### config.mk
export PLATFORM = sky130hd
export DESIGN_NAME = terminal_line_assembler
export DESIGN_NICKNAME = d
export VERILOG_FILES = /design/src/hw/rtl/tla_pkg.sv /design/src/hw/rtl/tla_ctrl.sv /design/src/hw/rtl/tla_dp.sv /design/src/hw/rtl/terminal_line_assembler.sv
export VERILOG_INCLUDE_DIRS = /design/src /design/src/hw/rtl
export SDC_FILE = /design/constraint.sdc
export NUM_CORES = 1
export LEC_CHECK = 0
export ABC_CLOCK_PERIOD_IN_PS = 4600
export BUFFER_PORTS_ARGS = -buffer_cell sky130_fd_sc_hd__buf_2
export CORE_AREA = 8 8 213 215
export CTS_CLUSTER_DIAMETER = 80
export DETAILED_ROUTE_END_ITERATION = 16
export DIE_AREA = 0 0 221 223
export PLACE_DENSITY = 0.71
export SLEW_MARGIN = 5
export SYNTH_ARGS = -nofsm -noshare
export SYNTH_HDL_FRONTEND = slang
export SYNTH_SLANG_ARGS = --single-unit
### constraint.sdc
create_clock -name aclk -period 4.6 [get_ports aclk]
set_clock_uncertainty 0.05 [all_clocks]
set_input_delay 0.69 -clock aclk [delete_from_list [all_inputs] [get_ports aclk]]
set_output_delay 0.69 -clock aclk [all_outputs]
set_load 0.005 [all_outputs]
### src/hw/rtl/terminal_line_assembler_defines.svh
`ifndef TERMINAL_LINE_ASSEMBLER_DEFINES_SVH
`define TERMINAL_LINE_ASSEMBLER_DEFINES_SVH

// Assertion helpers for the line assembler datapath.
`ifndef ASSERT_OFF
`define TLA_ASSERT(label, clk, rstn, prop) \
    label: assert property (@(posedge clk) disable iff (!(rstn)) (prop)) \
        else $error("line assembler check failed");
`define TLA_ASSERT_ALWAYS(label, clk, prop) \
    label: assert property (@(posedge clk) (prop)) \
        else $error("line assembler check failed");
`else
`define TLA_ASSERT(label, clk, rstn, prop)
`define TLA_ASSERT_ALWAYS(label, clk, prop)
`endif

`endif

### src/hw/rtl/tla_pkg.sv
package tla_pkg;

    localparam int LINE_BYTES_DEF = 64;

    localparam logic [7:0] ESC_BYTE  = 8'h1B;
    localparam logic [7:0] DEL_BYTE  = 8'h7F;
    localparam logic [7:0] BS_BYTE   = 8'h08;
    localparam logic [7:0] NL_BYTE   = 8'h0A;
    localparam logic [7:0] CR_BYTE   = 8'h0D;
    localparam logic [7:0] CSI_OPEN  = 8'h5B;
    localparam logic [7:0] CSI_FINAL_LO = 8'h40;
    localparam logic [7:0] CSI_FINAL_HI = 8'h7E;
    localparam logic [7:0] PRINT_LO  = 8'h20;
    localparam logic [7:0] CONT_MASK = 8'hC0;
    localparam logic [7:0] CONT_TAG  = 8'h80;

    typedef enum logic [1:0] {
        ACT_DATA  = 2'd0,
        ACT_FLUSH = 2'd1,
        ACT_CLEAR = 2'd2
    } action_t;

    typedef enum logic [2:0] {
        KIND_IGNORE,
        KIND_APPEND,
        KIND_COMMIT,
        KIND_ERASE,
        KIND_CLEAR
    } kind_t;

    typedef struct packed {
        logic take_byte;
        logic append;
        logic clear;
        logic drop_one;
        logic rd_tail;
        logic rd_idx;
        logic emit_start;
        logic idx_inc;
        logic load_out;
        logic end_line;
    } dp_cmd_t;

    typedef struct packed {
        kind_t kind;
        logic  fill_zero;
        logic  rd_is_cont;
        logic  idx_is_last;
        logic  out_free;
    } dp_stat_t;

endpackage

### src/hw/rtl/tla_ctrl.sv
module tla_ctrl
    import tla_pkg::*;
(
    input  logic     aclk,
    input  logic     aresetn,
    input  logic     s_tvalid,
    output logic     s_tready,
    input  dp_stat_t stat,
    output dp_cmd_t  cmd
);

    typedef enum logic [2:0] {
        ST_IDLE,
        ST_BS_RD,
        ST_BS_CHK,
        ST_EM_RD,
        ST_EM_LD
    } state_t;

    state_t state_reg;
    state_t state_next;
    logic   accept;

    assign s_tready = (state_reg == ST_IDLE);
    assign accept   = s_tvalid && s_tready;

    always_comb begin
        cmd        = '0;
        state_next = state_reg;
        unique case (state_reg)
            ST_IDLE: begin
                if (accept) begin
                    cmd.take_byte = 1'b1;
                    case (stat.kind)
                        KIND_CLEAR:  cmd.clear = 1'b1;
                        KIND_APPEND: cmd.append = 1'b1;
                        KIND_COMMIT: begin
                            if (stat.fill_zero) begin
                                cmd.end_line = 1'b1;
                            end else begin
                                cmd.emit_start = 1'b1;
                                state_next     = ST_EM_RD;
                            end
                        end
                        KIND_ERASE: begin
                            if (!stat.fill_zero) begin
                                cmd.drop_one = 1'b1;
                                state_next   = ST_BS_RD;
                            end
                        end
                        default: ;
                    endcase
                end
            end
            ST_BS_RD: begin
                if (stat.fill_zero) begin
                    state_next = ST_IDLE;
                end else begin
                    cmd.rd_tail = 1'b1;
                    state_next  = ST_BS_CHK;
                end
            end
            ST_BS_CHK: begin
                if (stat.rd_is_cont) begin
                    cmd.drop_one = 1'b1;
                    state_next   = ST_BS_RD;
                end else begin
                    state_next = ST_IDLE;
                end
            end
            ST_EM_RD: begin
                cmd.rd_idx = 1'b1;
                state_next = ST_EM_LD;
            end
            ST_EM_LD: begin
                if (stat.out_free) begin
                    cmd.load_out = 1'b1;
                    if (stat.idx_is_last) begin
                        cmd.end_line = 1'b1;
                        state_next   = ST_IDLE;
                    end else begin
                        cmd.idx_inc = 1'b1;
                        state_next  = ST_EM_RD;
                    end
                end
            end
            default: state_next = ST_IDLE;
        endcase
    end

    always_ff @(posedge aclk) begin
        if (!aresetn) begin
            state_reg <= ST_IDLE;
        end else begin
            state_reg <= state_next;
        end
    end

endmodule

### src/hw/rtl/tla_dp.sv
`include "terminal_line_assembler_defines.svh"

module tla_dp
    import tla_pkg::*;
#(
    parameter int LINE_BYTES = LINE_BYTES_DEF
) (
    input  logic       aclk,
    input  logic       aresetn,
    input  logic [7:0] s_tdata,
    input  logic [1:0] s_tuser,
    input  dp_cmd_t    cmd,
    output dp_stat_t   stat,
    output logic       m_tvalid,
    input  logic       m_tready,
    output logic [7:0] m_tdata,
    output logic       m_tlast,
    output logic       m_tuser
);

    localparam int IDX_W  = (LINE_BYTES > 1) ? $clog2(LINE_BYTES) : 1;
    localparam int FILL_W = $clog2(LINE_BYTES + 1);

    logic [7:0]        line_store_reg [LINE_BYTES];
    logic [7:0]        rd_data_reg;
    logic [FILL_W-1:0] fill_reg;
    logic [FILL_W-1:0] fill_next;
    logic [FILL_W-1:0] fill_minus;
    logic [IDX_W-1:0]  idx_reg;
    logic [IDX_W-1:0]  idx_next;
    logic [IDX_W-1:0]  rd_addr;
    logic              ovf_reg;
    logic              ovf_next;
    logic              after_esc_reg;
    logic              after_esc_next;
    logic              in_csi_reg;
    logic              in_csi_next;
    logic              out_valid_reg;
    logic              out_valid_next;
    logic [7:0]        out_byte_reg;
    logic              out_last_reg;
    logic              out_trunc_reg;
    logic              full;
    logic              wr_en;
    logic              rd_en;
    action_t           act;

    assign act        = action_t'(s_tuser);
    assign full       = (fill_reg >= FILL_W'(LINE_BYTES));
    assign fill_minus = fill_reg - FILL_W'(1);
    assign rd_addr    = cmd.rd_tail ? fill_minus[IDX_W-1:0] : idx_reg;
    assign rd_en      = cmd.rd_tail || cmd.rd_idx;
    assign wr_en      = cmd.append && !full;

    always_comb begin
        stat             = '0;
        stat.kind        = KIND_IGNORE;
        stat.fill_zero   = (fill_reg == '0);
        stat.rd_is_cont  = ((rd_data_reg & CONT_MASK) == CONT_TAG);
        stat.idx_is_last = ((FILL_W'(idx_reg) + FILL_W'(1)) == fill_reg);
        stat.out_free    = !out_valid_reg || m_tready;
        if (act == ACT_CLEAR) begin
            stat.kind = KIND_CLEAR;
        end else if (act == ACT_FLUSH) begin
            stat.kind = KIND_COMMIT;
        end else if (act == ACT_DATA && !in_csi_reg && !after_esc_reg) begin
            if (s_tdata == NL_BYTE || s_tdata == CR_BYTE) begin
                stat.kind = KIND_COMMIT;
            end else if (s_tdata == DEL_BYTE || s_tdata == BS_BYTE) begin
                stat.kind = KIND_ERASE;
            end else if (s_tdata != ESC_BYTE && s_tdata >= PRINT_LO) begin
                stat.kind = KIND_APPEND;
            end
        end
    end

    always_comb begin
        after_esc_next = after_esc_reg;
        in_csi_next    = in_csi_reg;
        if (cmd.clear) begin
            after_esc_next = 1'b0;
            in_csi_next    = 1'b0;
        end else if (cmd.take_byte && act == ACT_DATA) begin
            if (in_csi_reg) begin
                if (s_tdata >= CSI_FINAL_LO && s_tdata <= CSI_FINAL_HI) begin
                    in_csi_next = 1'b0;
                end
            end else if (after_esc_reg) begin
                after_esc_next = 1'b0;
                in_csi_next    = (s_tdata == CSI_OPEN);
            end else if (s_tdata == ESC_BYTE) begin
                after_esc_next = 1'b1;
            end
        end
    end

    always_comb begin
        fill_next = fill_reg;
        ovf_next  = ovf_reg;
        idx_next  = idx_reg;
        if (cmd.clear || cmd.end_line) begin
            fill_next = '0;
            ovf_next  = 1'b0;
        end else if (cmd.append) begin
            if (full) begin
                ovf_next = 1'b1;
            end else begin
                fill_next = fill_reg + FILL_W'(1);
            end
        end else if (cmd.drop_one) begin
            fill_next = fill_minus;
        end
        if (cmd.emit_start) begin
            idx_next = '0;
        end else if (cmd.idx_inc) begin
            idx_next = idx_reg + IDX_W'(1);
        end
    end

    always_comb begin
        out_valid_next = out_valid_reg;
        if (cmd.load_out) begin
            out_valid_next = 1'b1;
        end else if (m_tready) begin
            out_valid_next = 1'b0;
        end
    end

    always_ff @(posedge aclk) begin
        if (!aresetn) begin
            fill_reg      <= '0;
            ovf_reg       <= 1'b0;
            idx_reg       <= '0;
            after_esc_reg <= 1'b0;
            in_csi_reg    <= 1'b0;
            out_valid_reg <= 1'b0;
        end else begin
            fill_reg      <= fill_next;
            ovf_reg       <= ovf_next;
            idx_reg       <= idx_next;
            after_esc_reg <= after_esc_next;
            in_csi_reg    <= in_csi_next;
            out_valid_reg <= out_valid_next;
        end
    end

    always_ff @(posedge aclk) begin
        if (wr_en) begin
            line_store_reg[fill_reg[IDX_W-1:0]] <= s_tdata;
        end
        if (rd_en) begin
            rd_data_reg <= line_store_reg[rd_addr];
        end
        if (cmd.load_out) begin
            out_byte_reg  <= rd_data_reg;
            out_last_reg  <= stat.idx_is_last;
            out_trunc_reg <= ovf_reg;
        end
    end

    assign m_tvalid = out_valid_reg;
    assign m_tdata  = out_byte_reg;
    assign m_tlast  = out_last_reg;
    assign m_tuser  = out_trunc_reg;

    `TLA_ASSERT(a_fill_in_range, aclk, aresetn, fill_reg <= FILL_W'(LINE_BYTES))
    `TLA_ASSERT(a_esc_flags_exclusive, aclk, aresetn, !(after_esc_reg && in_csi_reg))
    `TLA_ASSERT(a_no_output_overwrite, aclk, aresetn, cmd.load_out |-> stat.out_free)
    `TLA_ASSERT(a_drop_nonempty, aclk, aresetn, cmd.drop_one |-> !stat.fill_zero)
    `TLA_ASSERT_ALWAYS(a_reset_clears_out, aclk, !aresetn |=> !m_tvalid)

endmodule

### src/hw/rtl/terminal_line_assembler.sv
// Terminal line assembler: filters ANSI escape sequences out of a byte stream
// and emits each committed line as a burst of beats on the master channel.
// Slave channel: s_tdata carries the raw byte, s_tuser the action (data byte,
// flush of the pending line, or clear of the line and escape state). A beat is
// taken only while no backspace walk or line drain is in progress.
// Plain data, escape, flush of an empty line and clear beats leave the controller idle.
// A backspace removes one byte, then reads back each preceding byte and removes it
// while it is a UTF-8 continuation byte, stopping when the line is empty.
// A commit drains the line after the accepting step: each byte gets one memory
// read and then one output load, and the output load waits while the receiver
// cannot take the byte held in the output register.
// The next beat is accepted right after the last byte reaches the output
// register, even if it has not been taken yet.
// When the receiver stalls, the drain waits with the current byte held in the
// output register and the slave channel stays blocked.
// Reset clears the escape state, the line fill count, the overflow flag and the
// output valid flag; line memory contents are not cleared and are never read
// before they are written.
module terminal_line_assembler
    import tla_pkg::*;
#(
    parameter int LINE_BYTES = LINE_BYTES_DEF
) (
    input  logic       aclk,
    input  logic       aresetn,
    input  logic       s_tvalid,
    output logic       s_tready,
    input  logic [7:0] s_tdata,   // [7:0] data_byte
    input  logic [1:0] s_tuser,   // [1:0] action
    output logic       m_tvalid,
    input  logic       m_tready,
    output logic [7:0] m_tdata,   // [7:0] line_byte
    output logic       m_tlast,
    output logic       m_tuser    // [0] line_truncated
);

    dp_cmd_t  cmd;
    dp_stat_t stat;

    tla_ctrl u_ctrl (
        .aclk     (aclk),
        .aresetn  (aresetn),
        .s_tvalid (s_tvalid),
        .s_tready (s_tready),
        .stat     (stat),
        .cmd      (cmd)
    );

    tla_dp #(
        .LINE_BYTES (LINE_BYTES)
    ) u_dp (
        .aclk     (aclk),
        .aresetn  (aresetn),
        .s_tdata  (s_tdata),
        .s_tuser  (s_tuser),
        .cmd      (cmd),
        .stat     (stat),
        .m_tvalid (m_tvalid),
        .m_tready (m_tready),
        .m_tdata  (m_tdata),
        .m_tlast  (m_tlast),
        .m_tuser  (m_tuser)
    );

endmodule

======== Yosys cells after proc, flatten, opt, wreduce, memory -nomap -nowiden ========
Memories as Yosys holds them, arrays and structs flattened. A register that Yosys moved wholly into a read port is not among the register bits.
Index checks and enable logic that the tools add are counted.
storage, ports and cells
  output and inout bits ................... 12
  memory bits (writable) .................. 512
  logic and storage cells ................. 123
  flip-flop bits (word level) ............. 30
  memories ................................ 1
  bits of input ports ..................... 14
operators by class
  bitwise logic cells ..................... 2
  add/subtract/negate cells ............... 4
  mux-type cells .......................... 49
  order comparisons ....................... 4
  eq/ne operators ......................... 25
  reduce and logical (&&, ||, !) cells .... 28
memories
  name                 words  width  rd ports  clocked after Yosys merged registers in  wr ports  RTL line      text
  u_dp.line_store_reg  64     8      1         1                                        1         tla_dp.sv:24  logic [7:0] line_store_reg [LINE_BYTES];
operators with widths
  operator                                                                           number
  3-bit two-way mux                                                                  11
  1-bit two-way mux                                                                  26
  8-bit by 4-bit == test with 1-bit output (second input constant)                   3
  7-bit two-way mux                                                                  3
  8-bit by 7-bit == test with 1-bit output (second input constant)                   2
  3-bit one-hot mux with 5 select lines                                              1
  3-bit by 2-bit == test with 1-bit output (second input constant)                   4
  3-bit inequality test (second input constant)                                      3
  8-bit by 5-bit == test with 1-bit output (second input constant)                   1
  8-bit by 6-bit >= comparator with 1-bit output (second input constant)             1
  8-bit by 7-bit >= comparator with 1-bit output (second input constant)             1
  8-bit by 7-bit less-or-equal comparator with 1-bit output (second input constant)  1
  8-bit by 5-bit inequality test with 1-bit output (second input constant)           1
  6-bit by 1-bit adder with 7-bit output (second input constant)                     1
  7-bit by 1-bit adder with 7-bit output (second input constant)                     1
  7-bit == test                                                                      1
  7-bit >= comparator (second input constant)                                        1
  1-bit logical AND                                                                  7
  7-bit logical NOT                                                                  1
  7-bit by 1-bit subtractor with 7-bit output (second input constant)                1
  6-bit by 1-bit adder with 6-bit output (second input constant)                     1
  3-bit by 1-bit == test with 1-bit output (second input constant)                   2
  3-bit == test (second input constant)                                              2
  2-bit two-way mux                                                                  3
  other kinds (16)                                                                   33

======== Longest topological paths before layout ========
  depth in word-level cells ............... 15
  depth in mapped cells ................... 14
  gate-level depth less buffers ........... 9

======== Hierarchy ========
A second synthesis with hierarchy kept.
second synthesis, totals
  cells, all modules ...................... 1434
  area, all modules ....................... 22820.6 µm²
modules (own cells, without submodules)
  module    area an instance (µm²)  sequential area each (µm²)  cells an instance  instances
  tla_dp    22560.4                 16255.6                     1400               1
  tla_ctrl  260.2                   60.1                        34                 1

======== Worst setup path before layout ========
Ideal clock, no wire load.
  path kind ............................... in2reg
  start point ............................. in s_tdata[0]
  end point ............................... mem u_dp.line_store_reg[8][0], enable pin
  buffers on the path ..................... 0
  arrival time ............................ 3004 ps
  required time ........................... 4167 ps
  stages .................................. 6
  slack ................................... 1162 ps
  library setup time ...................... 383 ps
  cells stage by stage .................... or4b_1 o21ai_1 nand4_1 or4b_1 or3_1 nor3_1
between the ends
  word-level cells in the longest chain between the ends .. 15
  elaborated cells between the ends (all ways) .. 22
  those cells by class .................... 1 x order compare; 6 x eq/ne; 11 x mux; 4 x reduce/logical
RTL lines
  what                                                                                                                       RTL line                       text
  start: declaration                                                                                                         terminal_line_assembler.sv:28  input logic [7:0] s_tdata,
  8-bit by 6-bit >= comparator with 1-bit output / 8-bit by 5-bit inequality test with 1-bit output (equally long branches)  tla_dp.sv:71                   end else if (s_tdata != ESC_BYTE && s_tdata >= PRINT_LO) begin
  1-bit logical AND                                                                                                          tla_dp.sv:71
  1-bit two-way mux                                                                                                          tla_dp.sv:71
  3-bit two-way mux                                                                                                          tla_dp.sv:69                   end else if (s_tdata == DEL_BYTE || s_tdata == BS_BYTE) begin
  3-bit two-way mux *                                                                                                        tla_dp.sv:67                   if (s_tdata == NL_BYTE || s_tdata == CR_BYTE) begin
  3-bit two-way mux *                                                                                                        tla_dp.sv:66                   end else if (act == ACT_DATA && !in_csi_reg && !after_esc_reg) begin
  3-bit two-way mux *                                                                                                        tla_dp.sv:64                   end else if (act == ACT_FLUSH) begin
  3-bit two-way mux *                                                                                                        tla_dp.sv:62                   if (act == ACT_CLEAR) begin
  3-bit by 1-bit == test with 1-bit output *                                                                                 tla_ctrl.sv:34                 case (stat.kind)
  1-bit two-way mux *                                                                                                        tla_ctrl.sv:34
  4-bit two-way mux *                                                                                                        tla_ctrl.sv:32                 if (accept) begin
  3-bit two-way mux *                                                                                                        tla_ctrl.sv:30                 unique case (state_reg)
  1-bit logical AND *                                                                                                        tla_dp.sv:53                   assign wr_en = cmd.append && !full;
  1-bit two-way mux *                                                                                                        tla_dp.sv:148                  if (wr_en) begin
  1-bit two-way mux (implied by the code) *                                                                                  tla_dp.sv:149                  line_store_reg[fill_reg[IDX_W-1:0]] <= s_tdata;
  end: declaration                                                                                                           tla_dp.sv:24
Every way passes the cells marked *; elsewhere a longest branch is shown, timed or not.

======== Worst setup path in the final report ========
  start point ............................. reg u_dp.fill_reg[1]
  end point ............................... reg u_dp.rd_data_reg[3], read port of u_dp.line_store_reg, data pin
between the ends
  word-level cells in the longest chain between the ends .. 4
  elaborated cells between the ends (all ways) .. 6
  those cells by class .................... 1 x add/sub; 3 x mux; 2 x reduce/logical
RTL lines
  what                                                                                 RTL line       text
  start: declaration                                                                   tla_dp.sv:26   logic [FILL_W-1:0] fill_reg;
  start signal: assignment                                                             tla_dp.sv:138  fill_reg <= fill_next;
  branches (longest 4 deep; another with 7-bit by 1-bit subtractor with 7-bit output)  --
  end: declaration                                                                     tla_dp.sv:25   logic [7:0] rd_data_reg;
Several ways; the timed one is not identified.
A chain may end at the register's enable or synchronous reset.

==> results by group <==
Status
  – Status: complete, no violations

Synth
  – Main area contributors after synthesis: edfxtp_1 70%, a211oi_1 8.5%, and3_1 7.1%
  – Cells after synthesis: 1577
  – Netlist cell types: 63
  – #FFs+latches synth: 550
  – Top post-synthesis cells by count: 530 x edfxtp_1, 258 x a211oi_1, 258 x and3_1, 92 x nor2_1, 78 x clkbuf_1
  – Top FF cell, synth: edfxtp_1
  – Top cell type by total area after synthesis: edfxtp_1
  – Seq/Total Area, Yosys: 71.4%
  – Post-Syn Nets: 1594
  – Number of synthesized flops with an enable pin: 530
  – Yosys warns: 0
  – Most common cell in the netlist: edfxtp_1
  – Mapped Area: 22900 sq um
  – Synthesized area per cell: 14.5 sq um
  – Post-synth ARST share: 0%
  – Top-area cell type share of the netlist area: 69.6%

Setup path
  – CP Class: register to register
  – Worst-path fanout max: 23
  – CP top delay family: compound AO/OA/AOI/OAI gates
  – Worst setup EP type: register
  – Register-to-register setup slack: 0.42 ns
  – Critical path's largest stage delay: 0.78 ns
  – Crit path arrival time: 4.54 ns
  – Required time worst endpoint: 4.96 ns
  – Critical path launch point type: register
  – Worst path buffer plus inverter count: 2
  – CP max stage cell: a21oi_2
  – Crit-path cells: inv_1, ha_1, nor2b_1, a21oi_2, mux2_2, buf_4, a211oi_1, or4_1, a22o_1, nor4_2

Clock tree
  – Cts bufs inserted: 54
  – Later-pin clock latency in the skew report: 0.60 ns
  – Clk Tree Root Cell: clkbuf_16
  – Clk slew on worst S/H paths: 0.06 ns
  – Postcts setup bufs: 0
  – Post-cts sizing count: 0
  – TritonCTS clock tree: built
  – Hold_buf cts: 0
  – CTS Sinks: 550
  – Number of H-tree levels: 2
  – Clock tree buffer depth: 3

Timing
  – RSZ-0062 raised after global routing: false
  – Crit path time final: 4.18 ns
  – Least-Margin Pin Slew: 1.23 ns
  – Slew Viols, Final: 0
  – F_max: 0.239 GHz
  – Final setup violating endpoints: 0
  – Max_slew headroom: 17.9%
  – Part of the cycle the worst path needs: 90.8%
  – Setup TNS: 0 ns
  – Fin. Hold Viols: 0

Global routing
  – GRT busiest layer: met2
  – GRT met1 Usage: 32.2%
  – GRT Overall Usage: 23.7%
  – Gr ovfl total: 0
  – Largest net degree at the start of global routing: 153
  – M3 GR Usage: 5.73%
  – First-pass GRT wire length: 88800 microns
  – Antenna violations before repair: 3
  – GR Util met2: 36.9%
  – Vias in the first global route: 14100

Routing
  – Routed wire per std cell: 27.5 microns
  – Vias per inst: 6.66
  – 1st-pass router iterations: 5
  – DR iter-0 viols: 1762
  – Total Wirelength: 59900 microns
  – Via count: 14500
  – Residual DRC: 0
  – Final ANT Viol Nets: 0

Cells and area
  – # nets final: 1608
  – Area delta synth->final: 11.9%
  – Max FFs per register: 512
  – Post-route cell area: 25600 sq um
  – N_diodes: 0
  – Layout cell share with drive strength beyond 1: 11.8%

Power and ir drop
  – Static leakage: 8.27 nW
  – P per Cell Area: 461 nW/um^2
  – Worst IR drop on VDD: 0.000262 V
  – Power, Total: 11.8 mW

Placed design
  – PortBufs: 25
  – GP Congestion: 0.906
  – Placed inst area: 23800 sq um
  – Detailed placer's ending HPWL: 35000 microns

Floorplanning
  – Starting Density: 54.0%
  – Row Count: 76
  – Die W: 221 microns
  – Core Region: 42300 sq um
  – Die H: 223 microns
  – DIE AREA: 49300 sq um
  – IO Count: 26

Job
  – Max Cap Violations: 0

Min path
  – Hold WC Path Type: primary input to register
[cell type report]
class	instances	area, sq um
Clock inverter	35	419
Tap cell	546	683
Timing Repair Buffer	89	743
Clock buffer	63	1410
Sequential cell	550	16300
Inverter	9	33.8
Fill cell	3061	16700
Multi-Input combinational cell	887	5980
[cell families (layout without fill, tap and decap cells)]
group,Yosys count,count (layout),synth area share [%]
flops,550,550,71.4
simple gates,521,521,13.5
xor+xnor,13,13,0.498
buf+inv,140,196,2.59
fa+ha+maj,3,3,0.164
mux,11,11,0.668
compound gates,339,339,11.2
[cells in the final DEF, fill, tap and decap left out, types with 5 or more instances in the layout]
cell,count
nor2_1,92
nand2_1,18
nand3_1,14
xnor2_1,10
dfxtp_1,20
clkinv_2,7
o21ai_0,7
clkbuf_1,8
buf_4,53
edfxtp_1,530
nand2b_1,5
and2_1,5
o32ai_1,16
nor4_2,8
clkbuf_16,55
or4_1,35
buf_12,11
bufinv_16,10
nor2b_1,5
inv_1,9
nor4_1,36
a211oi_1,258
buf_2,25
a21oi_1,12
nor3_1,11
clkinv_1,14
a22o_1,17
and3_1,258
or3_1,13
[worst reg2reg max path, stage by stage, from the launching register on]
cell and delay, ns:
dfxtp_1 0.46, inv_1 0.13, ha_1 0.28, nor2b_1 0.21, a21oi_2 0.78, mux2_2 0.55, buf_4 0.41, a211oi_1 0.10
or4_1 0.51, a22o_1 0.23, nor4_2 0.29
[per-layer routing]
layer / part of all wire, % / routed length (microns)
met4: 3.7 / 2210
met5: 0.028 / 17
met3: 10 / 6070
met2: 46 / 27500
met1: 40 / 24100
[stage by stage]
step	cells	setup WS (ns)	utilization (%)	hold WS (ns)
after floorplan	1577	1.16	-	0.350
after global placement	2081	0.617	56.1	0.372
after detailed placement	2081	0.460	56.1	0.369
after CTS	2179	0.443	60.4	0.336
after global routing	2179	0.177	60.4	0.367
final	2179	0.424	60.4	0.359
[power by group]
group	switching [mW]	total [mW]	internal, mW	leakage (nW)
logic	1.05	1.60	0.551	2.46
clock network	1.85	4.59	2.74	0.883
registers	0.0545	5.60	5.54	4.93
[path summary, 6_finish.rpt]
kind                                    to                     startpoint  depth (start not counted)
max          u_dp.rd_data_reg[3]$_DFFE_PP_  u_dp.fill_reg[1]$_SDFFE_PP0P_                         10
min             u_dp.m_tvalid$_SDFFE_PN0P_                        aresetn                          3
max reg2reg  u_dp.rd_data_reg[3]$_DFFE_PP_  u_dp.fill_reg[1]$_SDFFE_PP0P_                         10
min reg2reg         u_dp.m_tuser$_DFFE_PP_      u_dp.ovf_reg$_SDFFE_PP0P_                          0
Note: power is estimated with default switching activity, not from simulation.
